===== config.mk =====
export PLATFORM = sky130hd
export DESIGN_NAME = sensor_read_retry_sequencer_core_flat
export DESIGN_NICKNAME = d
export VERILOG_FILES = /design/src/rtl/srrs_pkg.sv /design/src/rtl/srrs_step_if.sv /design/src/rtl/srrs_result_if.sv /design/src/rtl/sensor_read_retry_sequencer_core.sv /design/src/flat_wrapper.sv
export SDC_FILE = /design/constraint.sdc
export NUM_CORES = 1
export LEC_CHECK = 0
export BUFFER_PORTS_ARGS = -buffer_cell sky130_fd_sc_hd__buf_2
export CAP_MARGIN = 20
export CORE_MARGIN = 5
export CORE_UTILIZATION = 43
export CTS_CLUSTER_SIZE = 8
export DETAILED_ROUTE_END_ITERATION = 12
export SLEW_MARGIN = 20
export SYNTH_ARGS = -nofsm -noshare
export SYNTH_HDL_FRONTEND = slang
export SYNTH_SLANG_ARGS = --single-unit

===== constraint.sdc =====
create_clock -name clk -period 10 [get_ports clk]
set_input_delay 1 -clock clk [delete_from_list [all_inputs] [get_ports clk]]
set_output_delay 1 -clock clk [all_outputs]
set_load 0.005 [all_outputs]

===== src/rtl/srrs_pkg.sv =====
// Package for the sensor read retry sequencer: phase codes, word types, register map.
package srrs_pkg;

	typedef enum logic [3:0] {
		PH_IDLE           = 4'd0,
		PH_INIT           = 4'd1,
		PH_SETUP_CHECK    = 4'd2,
		PH_PREPARE        = 4'd3,
		PH_PREPARED_CHECK = 4'd4,
		PH_GET            = 4'd5,
		PH_GET_CHECK      = 4'd6,
		PH_READY          = 4'd7,
		PH_END            = 4'd8,
		PH_WAIT           = 4'd9
	} phase_t;

	localparam int unsigned ADDR_W = 4;

	typedef enum logic [1:0] {
		REG_ERROR_COUNT_LIMIT = 2'd0,
		REG_RETRY_LIMIT       = 2'd1,
		REG_RETRY_DELAY_MS    = 2'd2,
		REG_TEST_MODE         = 2'd3
	} reg_idx_t;

	localparam logic [7:0]  ERROR_COUNT_LIMIT_RST = 8'd5;
	localparam logic [7:0]  RETRY_LIMIT_RST       = 8'd3;
	localparam logic [15:0] RETRY_DELAY_MS_RST    = 16'd100;

	typedef struct packed {
		logic        start_request;
		logic        clear_ready;
		logic [7:0]  error_count;
		logic        sensor_configured;
		logic        setup_succeeded;
		logic [15:0] sensor_delay_ms;
		logic [31:0] sensor_start_ms;
		logic [31:0] now_ms;
		logic        prepared;
		logic        transfer_end;
		logic        already_read;
		logic        read_success;
	} step_t;

	typedef struct packed {
		logic       cmd_reset_prepared;
		logic       cmd_clear_configured;
		logic       cmd_setup;
		logic       cmd_prepare;
		logic       cmd_get;
		logic       cmd_test_flag;
		logic       busy_res;
		logic       data_ready;
		logic [3:0] phase;
	} result_t;

endpackage


===== src/rtl/srrs_step_if.sv =====
// Valid/ready channel interface carrying one scheduler step word.
interface srrs_step_if
	import srrs_pkg::*;
();
	logic  valid;
	logic  ready;
	step_t data;

	modport source (output valid, output data, input ready);
	modport sink (input valid, input data, output ready);
endinterface


===== src/rtl/srrs_result_if.sv =====
// Valid/ready channel interface carrying one result word.
interface srrs_result_if
	import srrs_pkg::*;
();
	logic    valid;
	logic    ready;
	result_t data;

	modport source (output valid, output data, input ready);
	modport sink (input valid, input data, output ready);
endinterface


===== src/rtl/sensor_read_retry_sequencer_core.sv =====
// Sensor read retry sequencer: input register, one step of sequencing logic, result register.
// The step word is held in the input register and its result word in the result register.
// Throughput: one step word per clock when result_out.ready does not stall; the sequence
// state updates as each word moves into the result register, so back-to-back words chain directly.
// Reset (arst_n low, async): phase idle, counters and timers zero, flags clear,
// configuration registers at their defaults (limit 5, retries 3, delay 100 ms, test off).
module sensor_read_retry_sequencer_core
	import srrs_pkg::*;
(
	input  logic                clk,
	input  logic                arst_n,
	srrs_step_if.sink           step_in,
	srrs_result_if.source       result_out,
	input  logic                psel,
	input  logic                penable,
	input  logic                pwrite,
	input  logic [ADDR_W-1:0]   paddr,
	input  logic [31:0]         pwdata,
	output logic [31:0]         prdata,
	output logic                pready
);

	// configuration registers
	logic [7:0]  err_limit_q;
	logic [7:0]  retry_limit_q;
	logic [15:0] retry_delay_q;
	logic        test_mode_q;

	// sequence state
	phase_t      phase_q;
	phase_t      resume_q;
	logic [7:0]  attempt_q;
	logic [31:0] wait_start_q;
	logic [15:0] wait_len_q;
	logic        busy_q;
	logic        ready_q;

	// pipeline
	logic        valid_s1;
	step_t       step_s1;
	logic        valid_s2;
	result_t     res_s2;

	logic        advance;
	reg_idx_t    reg_sel;
	logic        cfg_wr;

	// next-state values
	phase_t      eff_phase;
	logic        eff_busy;
	logic        eff_ready;
	phase_t      phase_d;
	phase_t      resume_d;
	logic [7:0]  attempt_d;
	logic [7:0]  attempt_inc;
	logic [31:0] wait_start_d;
	logic [15:0] wait_len_d;
	logic        busy_d;
	logic        ready_d;
	logic        too_many_err;
	logic        cfg_kept;
	logic        wait_done;
	logic [31:0] elapsed;

	// command outputs
	logic        c_rst;
	logic        c_clr;
	logic        c_setup;
	logic        c_prep;
	logic        c_get;
	result_t     res_d;

	// ---------------- configuration port ----------------
	assign pready  = 1'b1;
	assign reg_sel = reg_idx_t'(paddr[ADDR_W-1:2]);
	assign cfg_wr  = psel & penable & pwrite & pready;

	always_ff @(posedge clk or negedge arst_n) begin
		if (!arst_n) begin
			err_limit_q   <= ERROR_COUNT_LIMIT_RST;
			retry_limit_q <= RETRY_LIMIT_RST;
			retry_delay_q <= RETRY_DELAY_MS_RST;
			test_mode_q   <= 1'b0;
		end else if (cfg_wr) begin
			unique case (reg_sel)
				REG_ERROR_COUNT_LIMIT: err_limit_q   <= pwdata[7:0];
				REG_RETRY_LIMIT:       retry_limit_q <= pwdata[7:0];
				REG_RETRY_DELAY_MS:    retry_delay_q <= pwdata[15:0];
				REG_TEST_MODE: begin
					// test flag is frozen while a reading runs
					if (!busy_q)
						test_mode_q <= pwdata[0];
				end
			endcase
		end
	end

	always_comb begin
		unique case (reg_sel)
			REG_ERROR_COUNT_LIMIT: prdata = {24'd0, err_limit_q};
			REG_RETRY_LIMIT:       prdata = {24'd0, retry_limit_q};
			REG_RETRY_DELAY_MS:    prdata = {16'd0, retry_delay_q};
			REG_TEST_MODE:         prdata = {31'd0, test_mode_q};
		endcase
	end

	// ---------------- handshake ----------------
	assign advance          = valid_s1 & (~valid_s2 | result_out.ready);
	assign step_in.ready    = ~valid_s1 | advance;
	assign result_out.valid = valid_s2;
	assign result_out.data  = res_s2;

	always_ff @(posedge clk or negedge arst_n) begin
		if (!arst_n) begin
			valid_s1 <= 1'b0;
			valid_s2 <= 1'b0;
		end else begin
			if (step_in.ready)
				valid_s1 <= step_in.valid;
			if (advance)
				valid_s2 <= 1'b1;
			else if (result_out.ready)
				valid_s2 <= 1'b0;
		end
	end

	always_ff @(posedge clk) begin
		if (step_in.valid && step_in.ready)
			step_s1 <= step_in.data;
		if (advance)
			res_s2 <= res_d;
	end

	// ---------------- step logic: next state ----------------
	// clear and start are applied ahead of the phase step
	assign eff_phase    = (step_s1.start_request && !busy_q) ? PH_INIT : phase_q;
	assign eff_busy     = busy_q | step_s1.start_request;
	assign eff_ready    = step_s1.clear_ready ? 1'b0 : ready_q;
	assign attempt_inc  = attempt_q + 8'd1;
	assign too_many_err = step_s1.error_count > err_limit_q;
	assign cfg_kept     = step_s1.sensor_configured & ~too_many_err;
	assign elapsed      = step_s1.now_ms - wait_start_q;
	assign wait_done    = elapsed > {16'd0, wait_len_q};

	always_comb begin
		phase_d      = eff_phase;
		resume_d     = resume_q;
		attempt_d    = attempt_q;
		wait_start_d = wait_start_q;
		wait_len_d   = wait_len_q;
		busy_d       = eff_busy;
		ready_d      = eff_ready;
		unique case (eff_phase)
			PH_INIT: begin
				attempt_d = 8'd0;
				ready_d   = 1'b0;
				phase_d   = PH_SETUP_CHECK;
			end
			PH_SETUP_CHECK: begin
				if (cfg_kept || step_s1.setup_succeeded)
					phase_d = PH_PREPARE;
				else
					phase_d = PH_END;
			end
			PH_PREPARE, PH_GET: begin
				wait_len_d   = step_s1.sensor_delay_ms;
				wait_start_d = step_s1.sensor_start_ms;
				if (step_s1.sensor_delay_ms != 16'd0) begin
					resume_d = (eff_phase == PH_PREPARE) ? PH_PREPARED_CHECK : PH_GET_CHECK;
					phase_d  = PH_WAIT;
				end else begin
					phase_d  = (eff_phase == PH_PREPARE) ? PH_PREPARED_CHECK : PH_GET_CHECK;
				end
			end
			PH_PREPARED_CHECK, PH_GET_CHECK: begin
				if (eff_phase == PH_GET_CHECK
				    && !(step_s1.transfer_end && !step_s1.already_read)) begin
					phase_d = PH_GET;
				end else if ((eff_phase == PH_PREPARED_CHECK && step_s1.prepared)
				             || (eff_phase == PH_GET_CHECK && step_s1.read_success)) begin
					attempt_d = 8'd0;
					phase_d   = (eff_phase == PH_PREPARED_CHECK) ? PH_GET : PH_READY;
				end else if (attempt_inc < retry_limit_q) begin
					attempt_d    = attempt_inc;
					wait_len_d   = retry_delay_q;
					wait_start_d = step_s1.now_ms;
					resume_d     = (eff_phase == PH_PREPARED_CHECK) ? PH_PREPARE : PH_GET;
					phase_d      = PH_WAIT;
				end else begin
					attempt_d = 8'd0;
					phase_d   = PH_END;
				end
			end
			PH_READY: begin
				ready_d = 1'b1;
				phase_d = PH_END;
			end
			PH_END: begin
				busy_d  = 1'b0;
				phase_d = PH_IDLE;
			end
			PH_WAIT: begin
				if (wait_done)
					phase_d = resume_q;
			end
			default: phase_d = eff_phase;
		endcase
	end

	// ---------------- step logic: command outputs ----------------
	always_comb begin
		c_rst   = 1'b0;
		c_clr   = 1'b0;
		c_setup = 1'b0;
		c_prep  = 1'b0;
		c_get   = 1'b0;
		unique case (eff_phase)
			PH_INIT:        c_rst = 1'b1;
			PH_SETUP_CHECK: begin
				// clear and setup can go out together on an error overrun
				c_clr   = too_many_err;
				c_setup = ~cfg_kept;
			end
			PH_PREPARE:     c_prep = 1'b1;
			PH_GET:         c_get  = 1'b1;
			default: ;
		endcase
	end

	always_comb begin
		res_d.cmd_reset_prepared   = c_rst;
		res_d.cmd_clear_configured = c_clr;
		res_d.cmd_setup            = c_setup;
		res_d.cmd_prepare          = c_prep;
		res_d.cmd_get              = c_get;
		res_d.cmd_test_flag        = (c_rst | c_prep | c_get) & test_mode_q;
		res_d.busy_res             = busy_d;
		res_d.data_ready           = ready_d;
		res_d.phase                = phase_d;
	end

	always_ff @(posedge clk or negedge arst_n) begin
		if (!arst_n) begin
			phase_q      <= PH_IDLE;
			resume_q     <= PH_IDLE;
			attempt_q    <= 8'd0;
			wait_start_q <= 32'd0;
			wait_len_q   <= 16'd0;
			busy_q       <= 1'b0;
			ready_q      <= 1'b0;
		end else if (advance) begin
			phase_q      <= phase_d;
			resume_q     <= resume_d;
			attempt_q    <= attempt_d;
			wait_start_q <= wait_start_d;
			wait_len_q   <= wait_len_d;
			busy_q       <= busy_d;
			ready_q      <= ready_d;
		end
	end

	// ---------------- assertions ----------------
	a_active_is_busy: assert property (@(posedge clk) disable iff (!arst_n)
		phase_q != PH_IDLE |-> busy_q)
		else $error("sequence active without busy flag");

	a_wait_resume: assert property (@(posedge clk) disable iff (!arst_n)
		phase_q == PH_WAIT |-> (resume_q == PH_PREPARE || resume_q == PH_PREPARED_CHECK
		                        || resume_q == PH_GET || resume_q == PH_GET_CHECK))
		else $error("wait resumes to a phase that issues no retry");

	a_one_cmd: assert property (@(posedge clk) disable iff (!arst_n)
		valid_s2 |-> $onehot0({res_s2.cmd_reset_prepared, res_s2.cmd_setup,
		                       res_s2.cmd_prepare, res_s2.cmd_get}))
		else $error("more than one sensor command in a result word");

	a_test_flag: assert property (@(posedge clk) disable iff (!arst_n)
		valid_s2 && res_s2.cmd_test_flag |->
			(res_s2.cmd_reset_prepared || res_s2.cmd_prepare || res_s2.cmd_get))
		else $error("test flag without a command that carries it");

	a_word_moves: assert property (@(posedge clk) disable iff (!arst_n)
		advance |=> valid_s2)
		else $error("stepped word lost before result register");

endmodule

===== src/flat_wrapper.sv =====
// flat-port wrapper written by rule: the top's interface ports become plain ports
module sensor_read_retry_sequencer_core_flat import srrs_pkg::*;
  (clk, arst_n, psel, penable, pwrite, paddr, pwdata, prdata, pready, step_in_valid, step_in_data, step_in_ready, result_out_valid, result_out_data, result_out_ready);
  srrs_step_if step_in_i ();
  srrs_result_if result_out_i ();
  input  logic clk;
  input  logic arst_n;
  input  logic psel;
  input  logic penable;
  input  logic pwrite;
  input  logic [ADDR_W-1:0] paddr;
  input  logic [31:0] pwdata;
  output logic [31:0] prdata;
  output logic pready;
  input wire logic [$bits(step_in_i.valid)-1:0] step_in_valid;
  input wire logic [$bits(step_in_i.data)-1:0] step_in_data;
  output wire logic [$bits(step_in_i.ready)-1:0] step_in_ready;
  output wire logic [$bits(result_out_i.valid)-1:0] result_out_valid;
  output wire logic [$bits(result_out_i.data)-1:0] result_out_data;
  input wire logic [$bits(result_out_i.ready)-1:0] result_out_ready;
  assign step_in_i.valid = step_in_valid;
  assign step_in_i.data = step_in_data;
  assign step_in_ready = step_in_i.ready;
  assign result_out_valid = result_out_i.valid;
  assign result_out_data = result_out_i.data;
  assign result_out_i.ready = result_out_ready;
  sensor_read_retry_sequencer_core u_core (.clk(clk), .arst_n(arst_n), .step_in(step_in_i), .result_out(result_out_i), .psel(psel), .penable(penable), .pwrite(pwrite), .paddr(paddr), .pwdata(pwdata), .prdata(prdata), .pready(pready));
endmodule

==> impl_metrics.csv, run 1 <==
group,metric,value,unit
run_status,status,"finished clean",
place,dp.cells,1534,
clocking,htree_num_levels,1,
floorplan,die_x,170.3,um
final_layout,fin_area,0.01289,mm2
synth,ys_seq_elements,208,
clocking,clockBufferDepth,3,
critical_path,endpoint_kind,"flop",
critical_path,rrSetupSlack,5.29,ns
drt,first_pass_iters,5,
final_layout,nNetsFinal,1439,
clocking,post_cts_resized,0,
sta,slew_headroom,0.2836,
critical_path,critical_path_class,"flop to flop",
critical_path,path_depth,17,
sta,finClkSkew,0.01039,ns
sta,slew_viol_final,0,
critical_path,startpoint,"u_core.step_s1[12]",
floorplan,core_area,0.02525,mm2
critical_path,regToRegEndpoint,"u_core.phase_q[2]",
sta,fin_crit_sh,0.4706,
critical_path,cp.required,10.42,ns
critical_path,crit_buf_inv,0,
drt,drcViolationCount,0,
sta,hold_viol_final,0,
clocking,postCtsSetupRepairBufs,0,
floorplan,fp.dieH,170.3,um
clocking,cts_tree,"yes",
clocking,cts_made_buffers,30,
global_route,antenna_found_initial,0,
sta,setup_viol,0,
hold_path,hp-start,"u_core.ready_q",
drt,first_iter_violations,474,
sta,finalCriticalPeriod,4.706,ns
floorplan,start_util,0.4376,
synth,avgSynthCellArea,10.10,um2
run,cap_violations,0,
global_route,grt_pass1_wl,42450,um
synth,ys_seq_area_frac,0.5207,
synth,synth_edf_count,108,
global_route,grt-ovfl-total,0,
synth,yosys_warnings,0,
clocking,clockRootBuffer,"clkbuf_16",
sta,worst_pin_slew,1.075,ns
clocking,hold_buffers,0,
place,gp_congestion,0.8541,
floorplan,fp-row-count,58,
hold_path,hold_end,"u_core.ready_q",
floorplan,die_area,0.02901,mm2
critical_path,cpPeakStageDelay,0.42,ns
synth,syn-instance-count,1094,
final_layout,finish.utilization,0.5104,
critical_path,slowest_stage,"edfxtp_1",
power,power_density,284.4,mW/mm2
drt,avgRoutedWirePerCell,16.57,um
clocking,clk_pin_slew,0.05,ns
sta,final.setup.tns,0,ns
global_route,gr-usage-all-layers,0.1783,
critical_path,crit_family,"compound AO/OA/AOI/OAI gates",
synth,synthArstFlopShare,0.4808,
place,dpl.hpwl,19060,um
synth,synthesis.area,0.01105,mm2
final_layout,area_delta_synth_final,16.63,%
sta,setup_slack,5.294,ns
drt,vias,8397,
floorplan,io_pins,186,
critical_path,r2r_start,"u_core.step_s1[12]",
power,irDropWorstVdd,0.1468,mV
place,port_buffers,150,
final_layout,layout-drive-gt1-share,0.1937,
sta,rsz0062_at_grt,"no",
hold_path,hold_path.class,"flop to flop",
drt,wl,26350,um
power,power.leakage,5.689,nW
final_layout,instances_no_fill,1590,
critical_path,cp_max_fo,7,
drt,antenna_left,0,
global_route,grt_pass1_vias,8395,
final_layout,antennaDiodeCount,0,
critical_path,cp_cell_sequence,"ha_1 > a21oi_1 > o21a_1 > a21o_1 > nand2_1 > a31oi_1 > xnor2_1 > ha_1 > and4_1 > nand3_1 > or3_1 > a211oi_1 > nand4_1 > nor4_1 > and4_2 > a21oi_1 > o32a_1",
critical_path,ff2ff_path_depth,17,
place,placed_area,0.01202,mm2
clocking,clkSinkCount,208,
critical_path,cp-start-kind,"flop",
drt,avgViaCountPerCell,5.281,
synth,synth_cell_types,68,
sta,fmax,0.2125,GHz
synth,synth-main-ff-cell,"edfxtp_1",
clocking,clock_latency,0.53,ns
hold_path,worstHoldPathCells,2,
critical_path,critPathArrivalTime,5.12,ns
place,dp_slack,5.322,ns
global_route,grt_max_degree,98,
==> placed cells by master, fill, tap and decap left out, drive strengths merged, types with 5 or more instances in the layout <==
cell type | Yosys | layout
nand2 | 182 | 182
buf | 30 | 156
edfxtp | 108 | 108
dfrtp | 93 | 93
nor2 | 84 | 84
inv | 79 | 79
ha | 63 | 63
clkbuf | 31 | 54
a31oi | 53 | 53
a21oi | 53 | 53
o21ai | 50 | 50
mux2 | 29 | 29
nand3 | 17 | 17
conb | 2 | 17
nand2b | 16 | 16
xnor2 | 16 | 16
and2 | 15 | 15
nand4 | 12 | 12
xor2 | 11 | 11
o21a | 10 | 10
nor2b | 9 | 9
mux2i | 9 | 9
nor4 | 9 | 9
nor3 | 9 | 9
a211oi | 9 | 9
o211ai | 7 | 7
dfstp | 7 | 7
and3 | 7 | 7
a21o | 6 | 6
a211o | 5 | 5
or2 | 5 | 5
a21boi | 5 | 5
or3 | 5 | 5
==> kinds of logic (layout without fill, tap and decap cells) <==
family                     after synthesis  after routing  share of synthesized area
other                                    2             17                  0.0006795
DFF                                    208            208                     0.5207
adders and majority gates               64             64                    0.07314
muxes                                   39             39                    0.03974
and+or+nand+nor                        380            380                     0.1539
buffers and inverters                  140            291                    0.05491
AOI/OAI and AO/OA                      234            234                     0.1356
xor gates and xnor gates                27             27                    0.02140
==> how the worst max path moves through the flow <==
stage	endpoint	slack, ns
2_1_floorplan	u_core.phase_q[2]	6.05
3_3_place_gp	u_core.phase_q[2]	5.42
3_5_place_dp	u_core.phase_q[2]	5.32
4_1_cts	u_core.phase_q[2]	5.28
5_1_grt	u_core.phase_q[2]	4.89
6_report	u_core.phase_q[2]	5.29
==> flip-flops by register name, indices dropped and copies added, names as in the netlist <==
register / flops
u_core.step_s1: 96
u_core.wait_start_q: 32
u_core.retry_delay_q: 16
u_core.wait_len_q: 16
u_core.result_out.data: 12
u_core.attempt_q: 8
u_core.err_limit_q: 8
u_core.retry_limit_q: 8
u_core.phase_q: 4
u_core.resume_q: 3
u_core.busy_q: 1
u_core.ready_q: 1
u_core.result_out.valid: 1
u_core.test_mode_q: 1
u_core.valid_s1: 1
==> power breakdown <==
group | total [W] | switching, W | internal (W)
sequential | 0.00125 | 0.000130 | 0.00111
combinational | 0.00150 | 0.000896 | 0.000607
clock | 0.000917 | 0.000356 | 0.000560
total | 0.00367 | 0.00138 | 0.00228
==> tightest hold or removal path, cell delays in order (launching register included) <==
cell,delay [ns]
dfrtp_1,0.33
nand2_1,0.05
nand2_1,0.06
==> layout make-up <==
type,instances,area (um2)
clock buffers,54,840.8
flip-flops and latches,208,5754
clock inverters,2,25.02
well taps,330,412.9
repair buffers,156,798.3
inverters,79,296.5
fillers,2380,12360
multi-input cells,761,4762
==> Yosys cell counts (4+ instances only) <==
| master | count | area, um2 |
|---|---|---|
| or3_1 | 5 | 31.28 |
| and3_1 | 6 | 37.54 |
| a21boi_0 | 5 | 37.54 |
| dfrtp_1 | 93 | 2327 |
| a21o_1 | 6 | 45.04 |
| edfxtp_1 | 108 | 3243 |
| o21ai_0 | 45 | 225.2 |
| xor2_1 | 11 | 96.34 |
| nor3_1 | 9 | 45.04 |
| ha_1 | 63 | 788.3 |
| a21oi_1 | 52 | 260.3 |
| a211oi_1 | 7 | 52.55 |
| nor2_1 | 83 | 311.6 |
| o21bai_1 | 4 | 30.03 |
| inv_1 | 79 | 296.5 |
| nor2b_1 | 9 | 56.30 |
| a31oi_1 | 53 | 331.6 |
| or2_2 | 5 | 31.28 |
| dfstp_2 | 7 | 183.9 |
| nand2_1 | 182 | 683.2 |
| buf_4 | 17 | 127.6 |
| o211ai_1 | 7 | 52.55 |
| buf_2 | 12 | 60.06 |
| nand4_1 | 12 | 75.07 |
| xnor2_1 | 16 | 140.1 |
| mux2_2 | 29 | 326.6 |
| a2111oi_0 | 4 | 35.03 |
| nand2b_1 | 16 | 100.1 |
| o21a_1 | 10 | 75.07 |
| o21ai_1 | 4 | 20.02 |
| nor4_1 | 9 | 56.30 |
| a211o_1 | 5 | 43.79 |
| and2_1 | 15 | 93.84 |
| clkbuf_1 | 29 | 108.9 |
| nand3_1 | 17 | 85.08 |
| mux2i_1 | 9 | 90.09 |
==> per-stage QoR <==
step                hold slack (ns)  power (W)
detailed placement           0.4616   0.002759
finish                       0.4687   0.003666
global route                 0.4994   0.003972
floorplan                    0.4381   0.002363
global placement             0.4506   0.002729
CTS                          0.4741   0.003704
==> metal layers <==
layer / vias up / wire (um) / global-route usage
met5: - / 0 / 0
met4: 0 / 650 / 0.05000
met3: 47 / 1414 / 0.02741
met2: 223 / 11910 / 0.2847
met1: 3994 / 12380 / 0.2543
li1: 4133 / - / -
Note: power is estimated with default switching activity, not from simulation.
==> inputs of run 2 (changes only) <==
PLACE_DENSITY = 0.66   (was default)
clock period = 3.9 ns   (was 10 ns; I/O delays follow)
==> run 2 against run 1 <==
The run now ends with negative setup slack left. Final cell count up 3.3%. Die area unchanged. Via count up 2.3%. Clock skew up 0.013 ns. Sequential cell count unchanged. Sequential power rose to 2.6 times the previous value. Clock power rose to 2.5 times the previous value. Utilization up 2.8 points. Critical path depth up 2. Non-clock buffer count up 56. Largest cell class unchanged.
==> impl_metrics.csv, run 2 (synthesized netlist as in run 1, its figures left out) <==
group,metric,value,unit
sta,fmax,0.2424,GHz
drt,wl,26850,um
hold_path,hp-start,"step_in_data[1]",
global_route,grt-ovfl-total,0,
run,cap_violations,0,
final_layout,area_delta_synth_final,23.05,%
clocking,clockRootBuffer,"clkbuf_16",
critical_path,cp-start-kind,"flop",
floorplan,die_x,170.3,um
sta,fin_crit_sh,1.058,
hold_path,worstHoldPathCells,1,
final_layout,layout-drive-gt1-share,0.2536,
sta,final.setup.tns,-1.353,ns
clocking,clockBufferDepth,3,
clocking,clk_pin_slew,0.05,ns
sta,slew_headroom,0.3349,
drt,drcViolationCount,0,
drt,avgRoutedWirePerCell,16.34,um
sta,slew_viol_final,0,
hold_path,hold_path.class,"input pin to flop",
power,p_total,0.01012,W
clocking,cts_made_buffers,29,
floorplan,core_area,0.02525,mm2
power,power.leakage,5.982,nW
critical_path,critical_path_class,"flop to flop",
final_layout,layout_common_cells,"182 x nand2_1, 149 x buf_2, 108 x edfxtp_1",
drt,avgViaCountPerCell,5.229,
final_layout,largest_register_ffs,96,
sta,setup_slack,-0.2261,ns
run_status,violations,"negative setup slack",
power,power_density,744.4,mW/mm2
final_layout,antennaDiodeCount,0,
sta,rsz0062_at_grt,"yes",
sta,worst_pin_slew,0.9725,ns
critical_path,endpoint_kind,"flop",
critical_path,r2r_start,"u_core.step_s1[4]",
global_route,grt_pass1_vias,8511,
global_route,gr-usage-all-layers,0.1801,
sta,finalCriticalPeriod,4.126,ns
floorplan,die_area,0.02901,mm2
critical_path,regToRegEndpoint,"u_core.phase_q[2]",
final_layout,reg.largest.list,"u_core.step_s1: 96 flops, u_core.wait_start_q: 32 flops",
clocking,cts_tree,"yes",
floorplan,start_util,0.4376,
final_layout,nNetsFinal,1494,
floorplan,fp.dieH,170.3,um
floorplan,io_pins,186,
final_layout,fin_area,0.01360,mm2
drt,vias,8592,
drt,first_pass_iters,5,
final_layout,final_common_cell,"nand2_1",
sta,finClkSkew,0.02295,ns
critical_path,critPathArrivalTime,4.55,ns
clocking,htree_num_levels,1,
floorplan,fp-row-count,58,
run_status,status,"finished with violations",
hold_path,hold_end,"u_core.step_s1[1]",
critical_path,cp_max_fo,3,
clocking,clkSinkCount,208,
sta,hold_viol_final,0,
drt,antenna_left,0,
place,gp_congestion,0.8784,
global_route,antenna_found_initial,0,
critical_path,cp.required,4.32,ns
place,placed_area,0.01239,mm2
final_layout,largest_register,"u_core.step_s1",
power,irDropWorstVdd,0.4015,mV
sta,setup_viol,8,
place,dpl.hpwl,19340,um
critical_path,rrSetupSlack,-0.23,ns
critical_path,ff2ff_path_depth,19,
place,dp_slack,-0.4015,ns
place,port_buffers,150,
global_route,grt_pass1_wl,43080,um
clocking,clock_latency,0.55,ns
drt,first_iter_violations,489,
global_route,grt_max_degree,97,
sta,hold_ws,0.02039,ns
## run 2: changes by cell type in the layout (fill, tap and decap cells not counted), moves of 3 or more
cell / change
ha_1: -9
nand3_2: +3
ha_4: +8
nand3_1: -4
dlygate4sd3_1: +4
buf_4: +48
a21oi_1: -10
a21oi_2: +9
## run 2: layer usage
| layer | track usage | wire [um] |
|---|---|---|
| met2 | 0.2942 | 12640 |
| met4 | 0.04201 | 476 |
| met1 | 0.2575 | 12540 |
| met5 | 0 | 0 |
| met3 | 0.02369 | 1200 |
## run 2: worst max-delay path by stage
stage / endpoint / start / slack [ns]
floorplan: u_core.phase_q[2] / u_core.step_s1[10] / 0.0006
global placement: u_core.phase_q[2] / u_core.step_s1[8] / -0.28
detailed placement: u_core.phase_q[2] / u_core.step_s1[4] / -0.40
CTS: u_core.phase_q[2] / u_core.step_s1[4] / -0.32
global route: u_core.phase_q[2] / u_core.step_s1[4] / -0.42
finish: u_core.phase_q[2] / u_core.step_s1[4] / -0.23
## run 2: metrics by stage
stage,cells,utilization
after floorplan,1109,-
after global placement,1576,0.4906
after detailed placement,1576,0.4906
after CTS,1637,0.5283
after global routing,1643,0.5385
final,1643,0.5385
## run 2: layout make-up
class	count	area (um2)
clock buffers	52	812.0
multi-input cells	761	5042
fillers	2309	11650
inverters	79	296.5
well taps	330	412.9
repair buffers	212	1261
clock inverters	1	20.02
flip-flops and latches	208	5754
## run 2: power by group
group          switching [W]  total, W  internal (W)
clock               0.000906   0.00230       0.00139
sequential          0.000351   0.00321       0.00286
combinational        0.00257   0.00462       0.00205
total                0.00382    0.0101       0.00630
## run 2: repair_timing
action / in CTS / in global routing
resized for setup: 14 / 28
hold buffers: 3 / 1
buffers inserted: 5 / 5
pin swaps: 18 / 16
endpoints found under the setup margin: 8 / 8
endpoints found under the hold margin: 3 / 67
## run 2: critical path, stage by stage, from the launching register on
cell and delay, ns:
edfxtp_1 0.34, inv_1 0.05, ha_2 0.18, fa_2 0.37, nor2b_4 0.16, o2111ai_4 0.14
a21oi_2 0.18, a211o_1 0.13, a21oi_2 0.05, xnor2_1 0.13, ha_1 0.28, and4_4 0.25
nand3_2 0.07, or3_4 0.37, a211oi_2 0.22, nand4_1 0.13, nor4_2 0.24, and4_4 0.29
a21oi_4 0.07, o32a_1 0.34
==> inputs of run 3 (changes only) <==
==> constraint.sdc (replaced) <==
create_clock -name clk -period 3.9 [get_ports clk]
set_input_delay 0 -clock clk [delete_from_list [all_inputs] [get_ports clk]]
set_output_delay 0 -clock clk [all_outputs]
set_load 0.005 [all_outputs]
==> run 3 against run 2 <==
The flow still finishes with violations (negative setup slack). Sequential power about the same. Clock power increased by 7%. Largest power group unchanged. Wire length increased by 7.0%. Via count increased by 6.4%. Utilization increased by 4.6 points. Critical path type unchanged. Global-route usage increased by 1.5 points. Sequential cell count unchanged.
==> impl_metrics.csv, run 3 (synthesized netlist as in run 1, its figures left out) <==
group,metric,value,unit
floorplan,start_util,0.4376,
global_route,grt_max_degree,97,
sta,slew_viol_final,0,
final_layout,final_common_cell,"nand2_1",
floorplan,core_area,0.02525,mm2
sta,slew_headroom,0.2996,
floorplan,io_pins,186,
drt,vias,9142,
global_route,antenna_found_initial,0,
clocking,clkSinkCount,208,
floorplan,die_area,0.02901,mm2
clocking,cts_tree,"yes",
drt,avgViaCountPerCell,5.203,
run_status,violations,"negative setup slack",
drt,first_iter_violations,468,
power,p_switching,0.003865,W
sta,setup_viol,8,
final_layout,fillCellCount,2150,
power,pwr-share-comb,0.451,
drt,avgRoutedWirePerCell,16.34,um
sta,hold_ws,0.08423,ns
place,port_buffers,150,
clocking,cts_made_buffers,30,
clocking,clk_pin_slew,0.05,ns
clocking,htree_num_levels,1,
sta,fin_crit_sh,1.050,
power,irDropWorstVdd,0.4181,mV
final_layout,multi_input_area,0.005025,mm2
hold_path,hp-start,"penable",
place,dpl.hpwl,19310,um
clocking,clock_latency,0.56,ns
power,sw_frac_of_total,0.3745,
clocking,clockBufferDepth,3,
drt,first_pass_iters,5,
floorplan,fp-row-count,58,
drt,antenna_left,0,
power,power_density,699.3,mW/mm2
final_layout,layout-drive-gt1-share,0.2320,
sta,fmax,0.2441,GHz
critical_path,cp.required,4.32,ns
power,p_int,0.006457,W
final_layout,largest_register_ffs,96,
sta,finalCriticalPeriod,4.097,ns
sta,final.setup.tns,-1.206,ns
critical_path,endpoint_kind,"flop",
power,power.leakage,6.471,nW
sta,finClkSkew,0.03016,ns
sta,hold_viol_final,0,
final_layout,nNetsFinal,1606,
sta,rsz0062_at_grt,"yes",
floorplan,die_x,170.3,um
critical_path,critPathArrivalTime,4.52,ns
run_status,status,"finished with violations",
critical_path,r2r_start,"u_core.wait_start_q[0]",
hold_path,hold_path.class,"input pin to flop",
critical_path,startpoint,"u_core.wait_start_q[0]",
power,p_total,0.01032,W
sta,worst_pin_slew,1.051,ns
final_layout,antennaDiodeCount,0,
drt,drcViolationCount,0,
final_layout,reg.largest.list,"u_core.step_s1: 96 flops, u_core.wait_start_q: 32 flops",
place,gp_congestion,0.8645,
final_layout,seqCellArea,0.005754,mm2
critical_path,critical_path_class,"flop to flop",
final_layout,layout_common_cells,"182 x nand2_1, 149 x buf_2, 117 x dlygate4sd3_1",
final_layout,area_delta_synth_final,33.56,%
run,cap_violations,0,
power,p_seq_frac,0.310,
sta,setup_slack,-0.1967,ns
critical_path,cp_max_fo,3,
critical_path,cp-start-kind,"flop",
final_layout,finish.utilization,0.5845,
global_route,gr-usage-all-layers,0.1949,
place,dp.cells,1573,
final_layout,instances_no_fill,1757,
global_route,grt_pass1_vias,9135,
final_layout,largest_register,"u_core.step_s1",
drt,wl,28720,um
power,pwr-share-clk,0.239,
global_route,grt-ovfl-total,0,
global_route,grt_pass1_wl,46510,um
clocking,clockRootBuffer,"clkbuf_16",
floorplan,fp.dieH,170.3,um
## run 3: changes by cell type in the layout (fill, tap and decap cells not counted), sizes merged
cell         before  now
buf             208  206
dlygate4sd3       4  117
clkinv            0    1
bufinv            0    1
inv              80   79
clkbuf           52   54
## run 3: worst max-delay path, stage by stage, from the launching register on
cell	delay (ns)
dfrtp_1	0.40
ha_2	0.20
fa_2	0.37
nor2b_4	0.16
o2111ai_4	0.16
a21oi_2	0.22
nor3_2	0.08
xnor2_1	0.14
ha_1	0.31
and4_4	0.25
nand3_2	0.07
or3_4	0.34
a211oi_2	0.23
nand4_1	0.13
nor4_2	0.24
and4_4	0.28
a21oi_2	0.06
o32a_1	0.32
## run 3: final timing paths
path	to	slack, ns	cells past startpoint
worst min register to register	u_core.ready_q	0.47	2
max in group asynchronous	u_core.wait_start_q[21]	2.73	3
worst max register to register	u_core.phase_q[2]	-0.20	17
worst min-delay path	u_core.retry_delay_q[15]	0.08	4
min in group asynchronous	u_core.err_limit_q[5]	0.14	2
worst max-delay path	u_core.phase_q[2]	-0.20	17
## run 3: layout make-up
type	count	area share
sequential	208	0.3898
multi-input combinational	761	0.3404
timing repair buffer	323	0.1600
clock buffer	54	0.05764
tap	330	0.02797
inverter	79	0.02009
clock inverter	2	0.004069
## run 3: power groups by stage
stage	registers, W	logic [W]	clock network [W]
2_1_floorplan	0.00309	0.00299	0
3_3_place_gp	0.00322	0.00406	0
3_5_place_dp	0.00323	0.00413	0
4_1_cts	0.00320	0.00446	0.00252
5_1_grt	0.00327	0.00518	0.00263
6_report	0.00320	0.00465	0.00246
## run 3: through the flow
| step | setup slack, ns | cell area, um2 |
|---|---|---|
| 6_report | -0.1967 | 14760 |
| 5_1_grt | -0.3853 | 14760 |
| 4_1_cts | -0.2463 | 14580 |
| 3_5_place_dp | -0.3123 | 12350 |
| 3_3_place_gp | -0.2694 | 12350 |
| 2_1_floorplan | 0.0006217 | 11130 |
## run 3: routing by layer
metal  share of wire  vias to the layer above  global-route usage
met3           0.047                       57             0.02997
met1            0.46                     4361              0.2728
met5               0                        -                   0
li1                -                     4486                   -
met2            0.47                      238              0.3172
met4           0.027                        0             0.05451
## run 3: repair_timing
item / CTS / global route
endpoints found under the setup margin: 8 / 8
hold endpoints to repair: 197 / 0
resized for setup: 22 / 16
pin swaps: 16 / 14
hold buffers: 117 / 0
setup buffers: 3 / 8
